## src/design/kes_pkg.sv

```systemverilog
// Package for the keyed entry set: beat types, entry type, codes and CRC constants.
// No dependencies.
`timescale 1ns / 1ps

package kes_pkg;

   localparam int COUNT_W = 7;

   localparam logic [COUNT_W-1:0] CAPACITY_RESET = 7'd64;

   localparam logic [15:0] CRC_POLY = 16'h1021;
   localparam logic [15:0] CRC_INIT = 16'hFFFF;
   localparam logic [15:0] CRC_MSB  = 16'h8000;

   localparam logic [1:0] OP_ADD    = 2'd0;
   localparam logic [1:0] OP_REMOVE = 2'd1;
   localparam logic [1:0] OP_CLEAR  = 2'd2;

   localparam logic [1:0] STATUS_OK      = 2'd0;
   localparam logic [1:0] STATUS_FULL    = 2'd1;
   localparam logic [1:0] STATUS_DUP     = 2'd2;
   localparam logic [1:0] STATUS_MISSING = 2'd3;

   localparam logic [1:0] LAST_BYTE = 2'd3;

   typedef struct packed {
      logic [1:0]  operation;
      logic [31:0] entry_key;
      logic [15:0] entry_size;
   } req_type;

   typedef struct packed {
      logic [1:0]         status;
      logic [15:0]        set_signature;
      logic [15:0]        total_size;
      logic [COUNT_W-1:0] entry_count;
   } rsp_type;

   typedef struct packed {
      logic [31:0] key;
      logic [15:0] size;
   } entry_type;

   typedef enum logic [3:0] {
      S_IDLE,
      S_CHECK,
      S_SCAN_RD,
      S_SCAN_CMP,
      S_APPEND,
      S_SHIFT_RD,
      S_SHIFT_WR,
      S_CRC_START,
      S_CRC_RD,
      S_CRC_BYTE,
      S_DONE
   } state_type;

endpackage

```

## src/design/keyed_entry_set_with_crc_signature.sv

```systemverilog
// Top level of the keyed entry set with CRC signature: capacity register,
// result register, sequencer and entry memory. Depends on kes_pkg, kes_ctrl, kes_store.
//
//   channel | dir | handshake           | beat
//   req     | in  | req_valid/req_stall | req_type: operation, entry_key, entry_size
//   rsp     | out | rsp_valid/rsp_stall | rsp_type: status, signature, total, count
//   csr     | in  | csr_valid/csr_ready | capacity, 7 bits
//
// One request at a time; req_stall stays high until its result is loaded.
// A request scans the entries, closes a gap by moving the later entries down (remove) or
// appends (add), then walks every entry for the CRC signature and total size (one key byte
// per cycle through the shared CRC step, read from the entry memory's read port).
// Full, duplicate and not-found requests skip the walk. A result waits
// in the output register under rsp_stall while the next request is taken.
// Reset is synchronous: empty list, signature 0xFFFF, capacity 64; memory is not cleared.
`timescale 1ns / 1ps

module keyed_entry_set_with_crc_signature
   import kes_pkg::*;
#(
   parameter int MAX_ENTRIES = 64
) (
   input  logic               clock,
   input  logic               reset,
   input  logic               req_valid,
   output logic               req_stall,
   input  req_type            req_data,
   output logic               rsp_valid,
   input  logic               rsp_stall,
   output rsp_type            rsp_data,
   input  logic               csr_valid,
   output logic               csr_ready,
   input  logic [COUNT_W-1:0] csr_data
);

   localparam int AW = (MAX_ENTRIES > 1) ? $clog2(MAX_ENTRIES) : 1;
   localparam int CW = (AW + 1 > COUNT_W) ? AW + 1 : COUNT_W;

   logic [COUNT_W-1:0] capacity_ff, capacity_in;
   logic               rsp_valid_ff, rsp_valid_in;
   rsp_type            rsp_data_ff, rsp_data_in;

   logic               out_free;
   logic               done;
   rsp_type            result;
   logic               mem_we;
   logic [AW-1:0]      mem_waddr;
   entry_type          mem_wdata;
   logic [AW-1:0]      mem_raddr;
   entry_type          mem_rdata;

   assign csr_ready = !reset;
   assign out_free  = !rsp_valid_ff || !rsp_stall;

   kes_ctrl #(
      .MAX_ENTRIES (MAX_ENTRIES),
      .AW          (AW),
      .CW          (CW)
   ) u_ctrl (
      .clock     (clock),
      .reset     (reset),
      .req_valid (req_valid),
      .req_stall (req_stall),
      .req_data  (req_data),
      .capacity  (capacity_ff),
      .out_free  (out_free),
      .done      (done),
      .result    (result),
      .mem_we    (mem_we),
      .mem_waddr (mem_waddr),
      .mem_wdata (mem_wdata),
      .mem_raddr (mem_raddr),
      .mem_rdata (mem_rdata)
   );

   kes_store #(
      .DEPTH (MAX_ENTRIES),
      .AW    (AW)
   ) u_store (
      .clock   (clock),
      .wr_en   (mem_we),
      .wr_addr (mem_waddr),
      .wr_data (mem_wdata),
      .rd_addr (mem_raddr),
      .rd_data (mem_rdata)
   );

   always_comb begin
      capacity_in  = capacity_ff;
      rsp_valid_in = rsp_valid_ff;
      rsp_data_in  = rsp_data_ff;
      if (csr_valid && csr_ready) begin
         capacity_in = csr_data;
      end
      if (done) begin
         rsp_valid_in = 1'b1;
         rsp_data_in  = result;
      end else if (!rsp_stall) begin
         rsp_valid_in = 1'b0;
      end
   end

   always_ff @(posedge clock) begin
      if (reset) begin
         capacity_ff  <= CAPACITY_RESET;
         rsp_valid_ff <= 1'b0;
      end else begin
         capacity_ff  <= capacity_in;
         rsp_valid_ff <= rsp_valid_in;
      end
   end

   always_ff @(posedge clock) begin
      rsp_data_ff <= rsp_data_in;
   end

   assign rsp_valid = rsp_valid_ff;
   assign rsp_data  = rsp_data_ff;

endmodule

```

## src/design/kes_store.sv

```systemverilog
// Entry memory: one write port, one registered read port.
// Depends on kes_pkg for the entry type.
`timescale 1ns / 1ps

module kes_store
   import kes_pkg::*;
#(
   parameter int DEPTH = 64,
   parameter int AW    = 6
) (
   input  logic          clock,
   input  logic          wr_en,
   input  logic [AW-1:0] wr_addr,
   input  entry_type     wr_data,
   input  logic [AW-1:0] rd_addr,
   output entry_type     rd_data
);

   entry_type store_ff [DEPTH];
   entry_type rd_data_ff;

   always_ff @(posedge clock) begin
      if (wr_en) begin
         store_ff[wr_addr] <= wr_data;
      end
      rd_data_ff <= store_ff[rd_addr];
   end

   assign rd_data = rd_data_ff;

endmodule

```

## src/design/kes_crc_unit.sv

```systemverilog
// Shared CRC-16 byte step (poly 0x1021, MSB first), reused for every key byte.
// Depends on kes_pkg for the CRC constants.
`timescale 1ns / 1ps

module kes_crc_unit
   import kes_pkg::*;
(
   input  logic [15:0] crc_in,
   input  logic [7:0]  data_in,
   output logic [15:0] crc_out
);

   always_comb begin
      logic [15:0] c;
      c = crc_in ^ {data_in, 8'h00};
      for (int b = 0; b < 8; b++) begin
         if ((c & CRC_MSB) != 16'h0000) begin
            c = (c << 1) ^ CRC_POLY;
         end else begin
            c = c << 1;
         end
      end
      crc_out = c;
   end

endmodule

```

## src/design/kes_ctrl.sv

```systemverilog
// Sequencer for the keyed entry set: key scan, gap close, append and CRC walk.
// Depends on kes_pkg, kes_crc_unit; drives the kes_store ports of the top level.
`timescale 1ns / 1ps

module kes_ctrl
   import kes_pkg::*;
#(
   parameter int MAX_ENTRIES = 64,
   parameter int AW          = 6,
   parameter int CW          = 7
) (
   input  logic                clock,
   input  logic                reset,
   input  logic                req_valid,
   output logic                req_stall,
   input  req_type             req_data,
   input  logic [COUNT_W-1:0]  capacity,
   input  logic                out_free,
   output logic                done,
   output rsp_type             result,
   output logic                mem_we,
   output logic [AW-1:0]       mem_waddr,
   output entry_type           mem_wdata,
   output logic [AW-1:0]       mem_raddr,
   input  entry_type           mem_rdata
);

   localparam logic [CW-1:0] MAX_CNT = CW'(MAX_ENTRIES);

   state_type       state_ff, state_in;
   req_type         req_ff, req_in;
   logic [CW-1:0]   count_ff, count_in;
   logic [CW-1:0]   idx_ff, idx_in;
   logic [1:0]      byte_ff, byte_in;
   logic [15:0]     crc_ff, crc_in;
   logic [15:0]     sum_ff, sum_in;
   logic [15:0]     crcw_ff, crcw_in;
   logic [15:0]     sumw_ff, sumw_in;
   logic [1:0]      status_ff, status_in;

   logic [CW-1:0]   cap_ext;
   logic [CW-1:0]   limit;
   logic            at_limit;
   logic [CW-1:0]   idx_plus1;
   logic [CW-1:0]   idx_plus2;
   logic            next_is_end;
   logic            key_hit;
   logic            is_add;
   logic [7:0]      key_byte;
   logic [15:0]     crc_step;

   assign cap_ext     = CW'(capacity);
   assign limit       = (cap_ext < MAX_CNT) ? cap_ext : MAX_CNT;
   assign at_limit    = (count_ff >= limit);
   assign idx_plus1   = idx_ff + CW'(1);
   assign idx_plus2   = idx_ff + CW'(2);
   assign next_is_end = (idx_plus1 == count_ff);
   assign key_hit     = (mem_rdata.key == req_ff.entry_key);
   assign is_add      = (req_ff.operation == OP_ADD);
   assign key_byte    = mem_rdata.key[{byte_ff, 3'b000} +: 8];

   kes_crc_unit u_crc (
      .crc_in  (crcw_ff),
      .data_in (key_byte),
      .crc_out (crc_step)
   );

   assign req_stall = reset || (state_ff != S_IDLE);
   assign result    = '{status_ff, crc_ff, sum_ff, count_ff[COUNT_W-1:0]};

   always_comb begin
      state_in = state_ff;
      case (state_ff)
         S_IDLE: begin
            if (req_valid) begin
               state_in = S_CHECK;
            end
         end
         S_CHECK: begin
            case (req_ff.operation)
               OP_ADD: begin
                  if (at_limit) begin
                     state_in = S_DONE;
                  end else if (count_ff == '0) begin
                     state_in = S_APPEND;
                  end else begin
                     state_in = S_SCAN_RD;
                  end
               end
               OP_REMOVE: state_in = (count_ff == '0) ? S_DONE : S_SCAN_RD;
               OP_CLEAR:  state_in = S_CRC_START;
               default:   state_in = S_DONE;
            endcase
         end
         S_SCAN_RD: state_in = S_SCAN_CMP;
         S_SCAN_CMP: begin
            if (key_hit) begin
               if (is_add) begin
                  state_in = S_DONE;
               end else begin
                  state_in = next_is_end ? S_CRC_START : S_SHIFT_RD;
               end
            end else if (next_is_end) begin
               state_in = is_add ? S_APPEND : S_DONE;
            end else begin
               state_in = S_SCAN_RD;
            end
         end
         S_APPEND:   state_in = S_CRC_START;
         S_SHIFT_RD: state_in = S_SHIFT_WR;
         S_SHIFT_WR: state_in = (idx_plus2 < count_ff) ? S_SHIFT_RD : S_CRC_START;
         S_CRC_START: state_in = (count_ff == '0) ? S_DONE : S_CRC_RD;
         S_CRC_RD:    state_in = S_CRC_BYTE;
         S_CRC_BYTE: begin
            if ((byte_ff == LAST_BYTE) && next_is_end) begin
               state_in = S_DONE;
            end
         end
         S_DONE: begin
            if (out_free) begin
               state_in = S_IDLE;
            end
         end
         default: state_in = S_IDLE;
      endcase
   end

   always_comb begin
      req_in    = req_ff;
      count_in  = count_ff;
      idx_in    = idx_ff;
      byte_in   = byte_ff;
      crc_in    = crc_ff;
      sum_in    = sum_ff;
      crcw_in   = crcw_ff;
      sumw_in   = sumw_ff;
      status_in = status_ff;
      mem_we    = 1'b0;
      mem_waddr = count_ff[AW-1:0];
      mem_wdata = '{req_ff.entry_key, req_ff.entry_size};
      mem_raddr = idx_ff[AW-1:0];
      done      = 1'b0;
      case (state_ff)
         S_IDLE: begin
            req_in = req_data;
         end
         S_CHECK: begin
            idx_in = '0;
            case (req_ff.operation)
               OP_ADD:    status_in = at_limit ? STATUS_FULL : STATUS_OK;
               OP_REMOVE: status_in = STATUS_MISSING;
               OP_CLEAR: begin
                  status_in = STATUS_OK;
                  count_in  = '0;
               end
               default:   status_in = STATUS_OK;
            endcase
         end
         S_SCAN_CMP: begin
            if (key_hit) begin
               if (is_add) begin
                  status_in = STATUS_DUP;
               end else begin
                  status_in = STATUS_OK;
                  if (next_is_end) begin
                     count_in = count_ff - CW'(1);
                  end
               end
            end else begin
               idx_in = idx_plus1;
            end
         end
         S_APPEND: begin
            mem_we   = 1'b1;
            count_in = count_ff + CW'(1);
         end
         S_SHIFT_RD: begin
            mem_raddr = idx_plus1[AW-1:0];
         end
         S_SHIFT_WR: begin
            mem_we    = 1'b1;
            mem_waddr = idx_ff[AW-1:0];
            mem_wdata = mem_rdata;
            idx_in    = idx_plus1;
            if (!(idx_plus2 < count_ff)) begin
               count_in = count_ff - CW'(1);
            end
         end
         S_CRC_START: begin
            crcw_in = CRC_INIT;
            sumw_in = '0;
            idx_in  = '0;
            if (count_ff == '0) begin
               crc_in = CRC_INIT;
               sum_in = '0;
            end
         end
         S_CRC_RD: begin
            byte_in = '0;
         end
         S_CRC_BYTE: begin
            crcw_in = crc_step;
            byte_in = byte_ff + 2'd1;
            if (byte_ff == '0) begin
               sumw_in = sumw_ff + mem_rdata.size;
            end
            if (byte_ff == LAST_BYTE) begin
               if (next_is_end) begin
                  crc_in = crc_step;
                  sum_in = sumw_ff;
               end else begin
                  idx_in    = idx_plus1;
                  mem_raddr = idx_plus1[AW-1:0];
               end
            end
         end
         S_DONE: begin
            done = out_free;
         end
         default: begin
            done = 1'b0;
         end
      endcase
   end

   always_ff @(posedge clock) begin
      if (reset) begin
         state_ff <= S_IDLE;
         count_ff <= '0;
         crc_ff   <= CRC_INIT;
         sum_ff   <= '0;
      end else begin
         state_ff <= state_in;
         count_ff <= count_in;
         crc_ff   <= crc_in;
         sum_ff   <= sum_in;
      end
   end

   always_ff @(posedge clock) begin
      req_ff    <= req_in;
      idx_ff    <= idx_in;
      byte_ff   <= byte_in;
      crcw_ff   <= crcw_in;
      sumw_ff   <= sumw_in;
      status_ff <= status_in;
   end

endmodule

```

## config.mk

```make
export PLATFORM = sky130hd
export DESIGN_NAME = keyed_entry_set_with_crc_signature
export DESIGN_NICKNAME = d
export VERILOG_FILES = /design/src/design/kes_pkg.sv /design/src/design/keyed_entry_set_with_crc_signature.sv /design/src/design/kes_store.sv /design/src/design/kes_crc_unit.sv /design/src/design/kes_ctrl.sv
export SDC_FILE = /design/constraint.sdc
export NUM_CORES = 2
export LEC_CHECK = 0
export BUFFER_PORTS_ARGS = -buffer_cell sky130_fd_sc_hd__buf_2
export CELL_PAD_IN_SITES_DETAIL_PLACEMENT = 1
export CELL_PAD_IN_SITES_GLOBAL_PLACEMENT = 2
export CORE_ASPECT_RATIO = 1.1
export CORE_MARGIN = 2
export CORE_UTILIZATION = 46
export DETAILED_ROUTE_END_ITERATION = 8
export GPL_ROUTABILITY_DRIVEN = 0
export PLACE_DENSITY = 0.87
export SYNTH_ARGS = -nofsm -noshare
export SYNTH_HDL_FRONTEND = slang
export SYNTH_SLANG_ARGS = --single-unit
```

## constraint.sdc

```tcl
create_clock -name clock -period 5.65 [get_ports clock]
set_input_delay 1.13 -clock clock [delete_from_list [all_inputs] [get_ports clock]]
set_output_delay 1.13 -clock clock [all_outputs]
set_load 0.03 [all_outputs]
```

### Word-level counts from Yosys, hierarchy flattened

Memory sizes are Yosys's and may differ from the RTL's. A register that Yosys moved wholly into a read port is not among the register bits.
Index checks and enable logic that the tools add are counted.

| cells by class | value |
|---|---|
| equal/unequal tests | 30 |
| mux-type cells | 62 |
| shift-type cells | 1 |
| reductions and logical operators | 25 |
| divide/modulo/power cells | 0 |
| $mul | 0 |
| magnitude comparators | 3 |
| add/sub/neg operators | 6 |
| bitwise operators | 9 |

Operator list:

| kind | count |
|---|---|
| one-hot mux 16 bit (2 select lines) | 4 |
| 2-to-1 mux 16 bit | 7 |
| 2-to-1 mux 13 bit | 8 |
| 2-to-1 mux 7 bit | 9 |
| one-hot mux 7 bit (4 select lines) | 2 |
| 2-to-1 mux 48 bit | 1 |
| one-hot mux 4 bit (11 select lines) | 1 |
| 2-to-1 mux 4 bit | 9 |
| == test 32 bit | 1 |
| variable part select 32 x 6 -> 8 bit | 1 |
| inverter 3 bit | 8 |
| 2-to-1 mux 6 bit | 3 |
| inequality test 2 x 1 -> 1 bit, second input constant | 9 |
| adder 16 bit | 1 |
| == test 4 x 3 -> 1 bit, second input constant | 4 |
| XOR 16 bit | 1 |
| adder 7 x 1 -> 7 bit, second input constant | 2 |
| == test 4 bit, second input constant | 3 |
| inequality test 2 bit, second input constant | 6 |
| one-hot mux 2 bit (2 select lines) | 3 |
| one-hot mux 4 bit (3 select lines) | 1 |
| one-hot mux 6 bit (2 select lines) | 1 |
| nonzero test 4 bit | 3 |
| 2-to-1 mux 2 bit | 5 |
| 25 further kinds | 43 |

| word-level totals | value |
|---|---|
| latch bits | 0 |
| ROM bits | 0 |
| memories | 1 |
| memory bits (writable) | 3072 |
| bits of input ports | 62 |
| flip-flop bits (word level) | 185 |
| word-level logic and storage cells | 155 |

Memories:

| name | words | bits a word | read ports | clocked after Yosys merged registers in | write ports | line | text |
|---|---|---|---|---|---|---|---|
| u_store.store_ff | 64 | 48 | 1 | 1 | 1 | kes_store.sv:19 | `entry_type store_ff [DEPTH];` |

### Longest topological paths before layout

| logic depth | value |
|---|---|
| word-level depth | 21 |
| depth in mapped cells | 22 |

### Modules after synthesis

From an unflattened synthesis, not the netlist that was laid out.

| second synthesis, totals | value |
|---|---|
| cells, all modules | 5757 |
| area total of the unflattened synthesis | 126840.4 µm² |

By module, submodules not included:

| module | instances | cells each | sequential area each (µm²) | area each (µm²) |
|---|---|---|---|---|
| kes_store | 1 | 4970 | 93209.4 | 117117.3 |
| kes_ctrl | 1 | 693 | 3653.5 | 7800.0 |
| keyed_entry_set_with_crc_signature | 1 | 69 | 1391.3 | 1520.2 |
| kes_crc_unit | 1 | 25 | 0.0 | 402.9 |

### Worst setup path before layout

No wires, ideal clock.

| timing path | value |
|---|---|
| path type | register to register |
| from | register u_ctrl.idx_ff[1] |
| to | memory u_store.store_ff[10][0] (netlist name) (enable) |
| stages on the path, launching flop included | 9 |
| setup time | 0.454 ns |
| arrival | 4.382 ns |
| slack | 0.814 ns |
| cell sequence | edfxtp_1 > clkbuf_1 > clkbuf_1 > buf_1 > inv_1 > or3_1 > o31ai_1 > nand2_1 > nor2_1 |

| between the ends | value |
|---|---|
| cells in the longest elaborated chain, start to end | 1 |

RTL lines:

| element | line | text |
|---|---|---|
| start: declaration | kes_ctrl.sv:33 | `logic [CW-1:0] idx_ff, idx_in;` |
| start signal: assignment | kes_ctrl.sv:242 | `idx_ff <= idx_in;` |
| 2-to-1 mux 6 bit | kes_ctrl.sv:143 | `case (state_ff)` |
| end: declaration | kes_store.sv:19 |  |

Every way passes these cells.

### Worst setup path after layout

| timing path | value |
|---|---|
| from | register u_ctrl.idx_ff[2] |
| to | register, netlist name u_store.rd_data[21] |

| between the ends | value |
|---|---|
| cells in the longest elaborated chain, start to end | 5 |

RTL lines:

| element | line | text |
|---|---|---|
| adder 7 x 1 -> 7 bit | kes_ctrl.sv:55 | `assign idx_plus1 = idx_ff + CW'(1);` |
| == test 7 bit | kes_ctrl.sv:57 | `assign next_is_end = (idx_plus1 == count_ff);` |
| 2-to-1 mux 6 bit | kes_ctrl.sv:208 | `if (next_is_end) begin` |
| 2-to-1 mux 6 bit | kes_ctrl.sv:207 | `if (byte_ff == LAST_BYTE) begin` |
| one-hot mux 6 bit (2 select lines) (*) | kes_ctrl.sv:143 |  |

Every way passes the cells marked *; elsewhere a longest branch is shown, timed or not.
A chain may end at the register's enable or synchronous reset.

==> impl_metrics.csv <==
group,metric,value,unit
critical_path,critical_path_required,6.45,ns
run_status,status,"finished, final reports clean",
cts,clock_latency,0.93,ns
grt,grt_pass1_wl,694000,um
worst_hold_path,holdPathEnd,"u_ctrl.req_ff[9]",
detailed_routing,drtPass1Iterations,6,
grt,grt-ovfl-total,0,
critical_path,worstReg2RegEnd,"u_store.rd_data[21]",
timing,fin_crit,5.22,ns
floorplanning,num_rows,206,
critical_path,crit_slowest_cell,"a32o_4",
critical_path,crit_path_cell_trace,"ha_1 > nand4_1 > xor2_1 > o21ai_2 > o31ai_2 > a32o_4 > buf_12 > buf_4 > mux2i_1 > mux2i_1 > a32o_1 > a221oi_1 > o22ai_1 > or3_1",
timing,tightest_slew,1.39,ns
grt,grt_pass1_vias,94200,
synthesis,ys_warn_count,0,
detailed_routing,postRouteAntennaNets,0,
synthesis,ys_types,87,
synthesis,syn_avg_cell_area,13.6,um^2
timing,hold_slack,0.369,ns
floorplanning,die_w,516,um
grt,grt_max_degree,128,
critical_path,r2r_cells,14,
cts,h-tree-depth,5,
critical_path,cp_common_cell,"mux2i_1",
synthesis,synth_edf_count,3206,
layout,final_common_cell,"edfxtp_1",
floorplanning,core_area,287000,um^2
layout,multi_input_area,32000,um^2
grt,antenna_found_initial,16,
power,power_density,586,nW/um^2
critical_path,max_stage_delay,0.86,ns
timing,setup_viol,0,
cts,cts-root-buf,"clkbuf_16",
detailed_routing,drt_first_iter_violations,13500,
cts,cts_buffers,338,
timing,clock_skew,0.0893,ns
critical_path,r2r_slack,0.43,ns
worst_hold_path,hold_path_startpoint,"req_data[9]",
run,maxCapViolCount,0,
synthesis,synthFlopType,"edfxtp_1",
floorplanning,ioPinCount,106,
worst_hold_path,whs_path_depth,1,
layout,drive_above_1_share,11.7,%
timing,grt_setup_unrepaired,"no",
layout,final_cell_mix,"edfxtp_1, nand2_1, nand3_1, clkbuf_16, mux2i_1",
layout,nets,10100,
worst_hold_path,hp-class,"in2reg",
critical_path,worst_setup_path_start_kind,"flip-flop",
synthesis,ys_seq_area_share,74.0,%
timing,slew_violations,0,
layout,seq_area,98300,um^2
power,ir_drop,488,uV
detailed_routing,drc,0,
critical_path,cp_max_fo,29,
synthesis,synth_fp_nets,9891,
cts,clk_transition_reported_paths,0.06,ns
cts,cts_sinks,3305,
synthesis,async_flop_share,0,%
detailed_routing,wirelength,497000,um
floorplanning,die_h,567,um
critical_path,worstSetupPathType,"reg2reg",
cts,post_cts_resized,0,
timing,relSlewSlack,7.17,%
layout,fillers,28000,
power,p_leak,0.0517,uW
grt,grtUsageTotal,33.3,%
layout,area_delta_synth_final,13.9,%
detailed_routing,viasPerCell,6.52,
floorplanning,initial_core_util,46.3,%
placed_design,portBuffers,105,
floorplanning,dieArea,293000,um^2
detailed_routing,num_vias,92300,
synthesis,ys_seq_elements,3305,
timing,fin_tns_setup,0,ns
cts,clock_tree.buffer_depth,4,
cts,cts_setup_buffers,0,
cts,ctsHoldBuffers,0,
critical_path,end_kind,"flip-flop",
critical_path,r2r_start,"u_ctrl.idx_ff[2]",
synthesis,netlist_area,133000,um^2
synthesis,synthCells,9784,
cts,cts_tree,"built",
timing,fmaxAchievable,191,MHz
critical_path,arrival,6.02,ns
placed_design,dpl.hpwl,275000,um
detailed_routing,wire_per_inst,35.2,um
timing,finalHoldViolCount,0,
timing,period_share,92.4,%
==> routing by layer <==
layer	vias to the layer above	share of wire, %	global-route usage, %
met3	1735	12	8.52
met4	12	7.2	21.0
met2	6490	45	51.4
met1	47300	35	41.8
met5	-	0.015	0
li1	36700	-	-
==> state kept, by name, summed over array words and instances, names as in the netlist, 2 cells and up <==
register          cells
capacity_ff           7
rsp_data             41
u_ctrl.byte_ff        2
u_ctrl.count_ff       7
u_ctrl.crc_ff        16
u_ctrl.crcw_ff       16
u_ctrl.idx_ff         7
u_ctrl.req_ff        50
u_ctrl.state_ff       4
u_ctrl.status_ff      2
u_ctrl.sum_ff        16
u_ctrl.sumw_ff       16
u_store.rd_data      48
u_store.store_ff   3072
==> worst max-delay path, delay by kind of cell (launching register included) <==
kind            cells  cell delay [ns]
buf+inv             2             0.52
xor+xnor            1             0.33
mux                 2             0.38
simple gates        2             0.60
flops               1             0.64
compound gates      6             2.14
fa+ha+maj           1             0.44
==> cells by family (layout without fill, tap and decap cells) <==
logic type	count (synthesis)	in the layout	synth area share (%)
and+or+nand+nor	4337	4337	13.8
DFF	3305	3305	74.0
AOI/OAI and AO/OA	940	940	4.94
adders and majority gates	45	45	0.436
other	0	14	0
muxes	411	411	3.70
xor gates and xnor gates	91	91	0.643
buffers and inverters	655	1149	2.40
==> area by class of cell <==
class,instances,share of cell area [%]
clock inverters,182,1.22
diodes,14,0.0232
inverters,27,0.0679
repair buffers,507,3.34
well taps,3848,3.18
multi-input cells,5824,21.2
clock buffers,433,5.99
flip-flops and latches,3305,65.0
==> synthesized netlist by cell type (14+ instances only) <==
library cell,n,area share (%)
nor2_1,188,0.53
buf_1,74,0.21
buf_2,287,1.1
buf_4,58,0.33
a211oi_1,30,0.17
nand2_1,2739,7.7
mux2_2,14,0.12
a31oi_1,194,0.91
xnor2_1,66,0.44
nand4_1,31,0.15
edfxtp_1,3206,73
dfxtp_1,99,1.5
o22ai_1,37,0.17
a21o_1,15,0.085
nor3_1,54,0.20
o221ai_1,16,0.11
a32oi_1,100,0.66
a221oi_1,29,0.19
mux2i_1,335,2.5
nor4_1,16,0.075
a21oi_1,234,0.88
xor2_1,20,0.13
o31ai_1,25,0.14
o21ai_0,68,0.26
nand3_1,1153,4.3
inv_1,27,0.076
clkbuf_1,189,0.53
a311oi_1,23,0.15
a32o_1,50,0.38
ha_1,43,0.41
mux4_2,62,1.1
buf_6,20,0.17
and3_1,89,0.42
==> stage by stage <==
step	worst slack [ns]	std cells	total power, uW	utilization (%)	area [um^2]
after floorplan	0.814	9784	52200	-	133000
after global placement	0.745	13500	63900	48.9	140000
after detailed placement	0.506	13500	65300	48.9	140000
after CTS	0.524	14100	87800	52.7	151000
after global routing	0.254	14100	91100	52.7	151000
final	0.427	14100	88600	52.7	151000
==> report_power, final <==
part	switching, uW	internal [uW]
logic	24200	9300
clock network	9690	12800
registers	1200	31400
==> worst max path at each step <==
stage                     startpoint                      end  slack, ns  depth (start not counted)
finish              u_ctrl.idx_ff[2]      u_store.rd_data[21]       0.43                         14
detailed placement  u_ctrl.idx_ff[2]      u_store.rd_data[21]       0.51                         14
floorplan           u_ctrl.idx_ff[1]  u_store.store_ff[10][0]       0.81                          8
global route        u_ctrl.idx_ff[2]      u_store.rd_data[21]       0.25                         14
CTS                 u_ctrl.idx_ff[2]      u_store.rd_data[21]       0.52                         14
global placement    u_ctrl.idx_ff[2]      u_store.rd_data[36]       0.74                         12
No activity file was read; power rests on OpenSTA's default activity.
